`src/rtl/sorted_interval_table_free_defines.svh`:
```
// Assertion macros shared by the interval table RTL.
`ifndef SORTED_INTERVAL_TABLE_FREE_DEFINES_SVH
`define SORTED_INTERVAL_TABLE_FREE_DEFINES_SVH

// Same-cycle implication, checked out of reset.
`define SITF_ASSERT_IMPL(label, clk, rst_n, ante, cons, msg) \
  label: assert property (@(posedge clk) disable iff (!rst_n) (ante) |-> (cons)) \
    else $error(msg);

// Next-cycle implication, checked out of reset.
`define SITF_ASSERT_NEXT(label, clk, rst_n, ante, cons, msg) \
  label: assert property (@(posedge clk) disable iff (!rst_n) (ante) |=> (cons)) \
    else $error(msg);

`endif

```
`src/rtl/sitf_pkg.sv`:
```
// Types, codes and defaults shared by the interval table modules.
`default_nettype none

package sitf_pkg;

  localparam int unsigned POOL_BYTES_DEF = 65536;
  localparam int unsigned MAX_BLOCKS_DEF = 256;

  typedef enum logic [2:0] {
    ST_FREED    = 3'd0,
    ST_NOMATCH  = 3'd1,
    ST_OUTSIDE  = 3'd2,
    ST_APPENDED = 3'd3,
    ST_FULL     = 3'd4
  } status_t;

  localparam logic FUNC_APPEND = 1'b0;
  localparam logic FUNC_FREE   = 1'b1;

  typedef struct packed {
    logic        func;
    logic [19:0] offset;
    logic [15:0] range_end;
  } req_t;

  typedef struct packed {
    status_t     status;
    logic [7:0]  slot;
    logic [8:0]  entries;
  } rsp_t;

  // Controller to datapath.
  typedef struct packed {
    logic    ld_req;
    logic    srch_init;
    logic    srch_rd;
    logic    go_hi;
    logic    go_lo;
    logic    take_hit;
    logic    shift_step;
    logic    fin;
    status_t fin_status;
  } cmd_t;

  // Datapath to controller.
  typedef struct packed {
    logic outside;
    logic is_free;
    logic full;
    logic empty;
    logic srch_open;
    logic hit;
    logic go_low;
    logic shift_more;
  } sts_t;

endpackage

`default_nettype wire

```
`src/rtl/sitf_ctrl.sv`:
```
// Controller: sequences the check for each request, and binary search and shift-down for a free.
`default_nettype none

module sitf_ctrl (
  input  wire logic           clk,
  input  wire logic           rst_n,
  input  wire logic           start,
  input  wire sitf_pkg::sts_t sts,
  output sitf_pkg::cmd_t      cmd,
  output logic                busy,
  output logic                out_valid
);
  import sitf_pkg::*;

  typedef enum logic [2:0] {
    S_IDLE,
    S_CHECK,
    S_SRD,
    S_SCMP,
    S_SHIFT
  } state_t;

  state_t state_r;
  state_t state_nxt;
  logic   busy_r;
  logic   strobe_r;

  always_comb begin
    cmd       = '0;
    cmd.fin_status = ST_NOMATCH;
    state_nxt = state_r;
    unique case (state_r)
      S_IDLE: begin
        if (start) begin
          cmd.ld_req = 1'b1;
          state_nxt  = S_CHECK;
        end
      end
      S_CHECK: begin
        priority if (sts.outside) begin
          cmd.fin        = 1'b1;
          cmd.fin_status = ST_OUTSIDE;
          state_nxt      = S_IDLE;
        end else if (!sts.is_free) begin
          cmd.fin        = 1'b1;
          cmd.fin_status = sts.full ? ST_FULL : ST_APPENDED;
          state_nxt      = S_IDLE;
        end else if (sts.empty) begin
          cmd.fin        = 1'b1;
          cmd.fin_status = ST_NOMATCH;
          state_nxt      = S_IDLE;
        end else begin
          cmd.srch_init = 1'b1;
          state_nxt     = S_SRD;
        end
      end
      S_SRD: begin
        if (sts.srch_open) begin
          cmd.srch_rd = 1'b1;
          state_nxt   = S_SCMP;
        end else begin
          cmd.fin        = 1'b1;
          cmd.fin_status = ST_NOMATCH;
          state_nxt      = S_IDLE;
        end
      end
      S_SCMP: begin
        priority if (sts.hit) begin
          cmd.take_hit = 1'b1;
          state_nxt    = S_SHIFT;
        end else if (sts.go_low) begin
          cmd.go_hi = 1'b1;
          state_nxt = S_SRD;
        end else begin
          cmd.go_lo = 1'b1;
          state_nxt = S_SRD;
        end
      end
      S_SHIFT: begin
        if (sts.shift_more) begin
          cmd.shift_step = 1'b1;
        end else begin
          // The last moved entry is written back in this same cycle.
          cmd.fin        = 1'b1;
          cmd.fin_status = ST_FREED;
          state_nxt      = S_IDLE;
        end
      end
      default: begin
        state_nxt = S_IDLE;
      end
    endcase
  end

  always_ff @(posedge clk) begin
    if (!rst_n) begin
      state_r  <= S_IDLE;
      busy_r   <= 1'b0;
      strobe_r <= 1'b0;
    end else begin
      state_r  <= state_nxt;
      busy_r   <= (state_nxt != S_IDLE);
      strobe_r <= cmd.fin;
    end
  end

  assign busy      = busy_r;
  assign out_valid = strobe_r;

endmodule

`default_nettype wire

```
`config.mk`:
```
export PLATFORM = sky130hd
export DESIGN_NAME = sitf_ctrl
export DESIGN_NICKNAME = d
export VERILOG_FILES = /design/src/rtl/sorted_interval_table_free_defines.svh /design/src/rtl/sitf_pkg.sv /design/src/rtl/sitf_ctrl.sv
export SDC_FILE = /design/constraint.sdc
export NUM_CORES = 1
export LEC_CHECK = 0
export ABC_AREA = 0
export BUFFER_PORTS_ARGS = -buffer_cell sky130_fd_sc_hd__buf_4
export CAP_MARGIN = 20
export CORE_AREA = 2 2 39 41
export DETAILED_ROUTE_END_ITERATION = 8
export DIE_AREA = 0 0 41 43
export GPL_ROUTABILITY_DRIVEN = 1
export MAX_ROUTING_LAYER = met4
export PLACE_DENSITY = 0.59
export SYNTH_ARGS = -nofsm -noshare
export SYNTH_HDL_FRONTEND = slang
export SYNTH_SLANG_ARGS = --single-unit
export TNS_END_PERCENT = 20
```
`constraint.sdc`:
```
create_clock -name clk -period 1.8 [get_ports clk]
set_clock_uncertainty 0.2 [all_clocks]
set_input_delay 0.27 -clock clk [delete_from_list [all_inputs] [get_ports clk]]
set_output_delay 0.27 -clock clk [all_outputs]
set_load 0.1 [all_outputs]
```
Word level (Yosys, flattened, before mapping)
Index checks and enable logic that the tools add are counted.

storage, ports and cells
  bits in registers = 5
  bits of input ports = 11

operators by class
  equal/unequal tests = 4
  multiplexer cells = 30
  reduce and logical (&&, ||, !) cells = 2

operators with widths
  cell                                                  count
  2-to-1 mux 3 bit                                      7
  2-to-1 mux 4 bit                                      5
  one-hot mux 3 bit (5 select lines)                    1
  2-to-1 mux 1 bit                                      13
  one-hot mux 4 bit (3 select lines)                    1
  equality test 3 x 2 -> 1 bit (second input constant)  2
  2-to-1 mux 2 bit                                      3
  equality test 3 x 1 -> 1 bit (second input constant)  1
  equality test 3 bit (second input constant)           1
  logical NOT 3 bit                                     1
  nonzero test 3 bit                                    1

Depth between registers and ports, before layout
  depth in word-level cells = 5
  depth in mapped cells = 5

Worst setup path after synthesis
OpenSTA, ideal clock, no wires.

  path type = register -> output
  from = reg state_r[1]
  to = out cmd[2] in the netlist's numbering
  arrival = 3.980 ns
  data required time = 1.330 ns
  setup slack = -2.650 ns
  cell stages (with the launch flop) = 4
  cell sequence = dfxtp_1 buf_6 or3b_4 nor4b_1

RTL lines
  element                 line              text
  start, declared         sitf_ctrl.sv:23   state_t state_r;
  start signal, assigned  sitf_ctrl.sv:101  state_r <= state_nxt;
  end, declared           sitf_ctrl.sv:9    output sitf_pkg::cmd_t cmd,

==> results by group <==
Run status
  • Status: complete, but fails checks
  • Failing checks: setup timing

Timing
  • Setup tns final: -505 ps
  • Fin crit period: 1940 ps
  • Final period util: 108%
  • Hold Vio Cnt, Final: 0
  • FMAX: 515 MHz
  • Worst-Margin Slew: 393 ps
  • RSZ-0062 raised after global routing: yes
  • Final slew viol count: 0
  • Slew headroom: 73.1%
  • Setup violators final: 6
  • PnR worst setup slack: -142 ps

Yosys
  • Most frequent cell after synthesis: nor2_1
  • Xor and xnor area share after synthesis: 0%
  • Top_reg_cell synth: dfxtp_1
  • Synth cell count leaders: 6 x nor2_1, 5 x dfxtp_1, 5 x nor3b_1
  • Mapped Cells: 45
  • Synth Area in Simple Gates: 42.9%
  • Synth Area in Adders: 0%
  • Syn nets: 56
  • Seq/Total Area, Yosys: 27.7%
  • Post-synth EDFFs: 0
  • Ys Warns: 0
  • Share of the synthesized area in the top cell type: 27.7%
  • Compound-cell area share of the yosys netlist: 18.0%
  • Synth Cell Area: 362 µm²
  • Avg Inst Size Synth: 8.04 µm²
  • Top post-synthesis cells by area: dfxtp_1 28%, nor3b_1 10%, buf_6 6.2%
  • Flops & latches, synth: 5
  • Largest family of logic cells by synthesized area: simple AND/OR/NAND/NOR gates
  • Yosys cell types: 21
  • Synth area leader: dfxtp_1
  • Post-synthesis mux area share: 0%
  • Async set-reset flop share out of synthesis: 0%

Floorplanning
  • Die height: 43 µm
  • IO Pins: 24
  • Die width: 41 µm
  • Die area: 1760 µm²
  • Cell Rows: 14
  • CORE AREA: 1380 µm²
  • Starting Density: 26.1%

Global route
  • First-pass GRT wire length: 1790 µm
  • Vias in the first global route: 428
  • Gr ovfl total: 0
  • Initial antenna violation count: 0
  • Pin count of the biggest net entering global routing: 14
  • Gr usage total: 15.6%

Drt
  • Initial drt markers: 2
  • Drt total wl: 1180 µm
  • Routed vias/inst: 4.83
  • DR DRC count: 0
  • Post-DRT Antenna Nets: 0
  • Via Count: 444
  • Drt wl/cell: 12.8 µm
  • Total iterations of the first detailed-routing run: 4

Layout
  • ANT cells: 0
  • Cell Count, Final, Fillers Out: 92
  • Fraction of layout cells with a size suffix above 1: 68.4%
  • FILL cells: 129
  • Area growth syn-to-layout: 123%
  • Final Cell Area: 807 µm²
  • Final nets: 88

Clock tree
  • Clock root buffer: clkbuf_4
  • TritonCTS clock tree: built
  • Sink Count: 5
  • Skew-Pair Late Insertion Delay: 240 ps
  • Num CTS Buffers: 3
  • CTS clk-pin slew, worst paths: 40 ps
  • Cts hold-fix bufs: 0
  • H-tree levels: 1
  • Clk buf depth: 2

Flow run
  • Max_cap viols: 0

Setup path
  • CP startpoint kind: flip-flop
  • CP arrival: 1470 ps
  • CP Max Fanout: 4
  • Kind of critical path: reg -> out
  • Crit path required time: 1330 ps
  • Worst Setup End Kind: output pin

Power
  • Leak pwr: 0.348 nW
  • Peak supply drop: 0.379 mV
  • Final Total Pwr: 0.000414 W
  • Pwr dens: 513 nW/µm²

Placement
  • Placed instance count: 86
  • IO buf count: 23
  • Routability cong.: 0.703
  • Dpl hpwl: 800 µm
  • Cell Area, Placed: 657 µm²

Min path
  • Worst Hold Class: in -> reg
[worst paths after layout]
path / start / end / slack (ps) / depth (start not counted)
setup / recovery: state_r[1]$_SDFF_PN0_ / cmd[2] / -140 / 3
hold / removal: rst_n / out_valid$_SDFF_PN0_ / 90 / 2
setup reg to reg: state_r[0]$_SDFF_PN0_ / busy$_SDFF_PN0_ / 100 / 6
hold reg to reg: state_r[2]$_SDFF_PN0_ / state_r[0]$_SDFF_PN0_ / 550 / 3
[cell type report]
class	count	area, µm²	share of cell area, %
flip-flops and latches	5	103	12.7
well taps	16	20.0	2.48
multi-input cells	34	349	43.3
repair buffers	30	298	36.9
inverters	3	11.3	1.40
clock buffers	4	26.3	3.26
[critical path, stage by stage, from the launching register on]
cell and delay [ps]:
dfxtp_1 300, or3b_4 440, nor4b_4 230, buf_6 260
[metrics by stage]
stage               util, %  hold WS (ps)  setup slack [ps]
global route           58.3           119              -175
global placement       47.5           339              44.1
detailed placement     47.5           329              18.1
finish                 58.3          92.6              -142
floorplan                 -           192              -568
CTS                    55.3          86.9              -162
[registers in the layout, summed over array words and instances, names as in the netlist]
signal and count:
state_r 3, busy 1, out_valid 1
[logic make-up (layout without fill, tap and decap cells)]
group	after synthesis	after routing
compound gates	9	9
flops	5	5
buf+inv	6	37
simple gates	25	25
[cells in the final DEF, fill, tap and decap left out, types with 3 or more instances in the layout]
cell       n
buf_12     4
dfxtp_1    3
nor2_1     5
nor3b_2    3
inv_1      3
buf_6      6
clkbuf_4   3
buf_4     20
[power breakdown]
group | internal, W | switching [W] | leakage [nW]
combinational | 0.0000614 | 0.000108 | 0.292
sequential | 0.000116 | 0.00000145 | 0.0417
clock | 0.0000836 | 0.0000430 | 0.0150
total | 0.000261 | 0.000153 | 0.348
[per-layer routing]
metal | vias to the layer above | track usage (%) | part of all wire [%]
met1 | 212 | 18.8 | 40
met3 | 0 | 3.14 | 1.2
met4 | 0 | 8.00 | 0
li1 | 226 | - | -
met5 | - | - | 0
met2 | 6 | 23.4 | 59
[repair_timing]
action                                  in CTS  in global routing
setup buffers                                0                  2
pin swaps                                    1                  2
endpoints found under the setup margin       9                  9
gates resized for setup                     21                  5
Power figures use the tool's default switching activity.
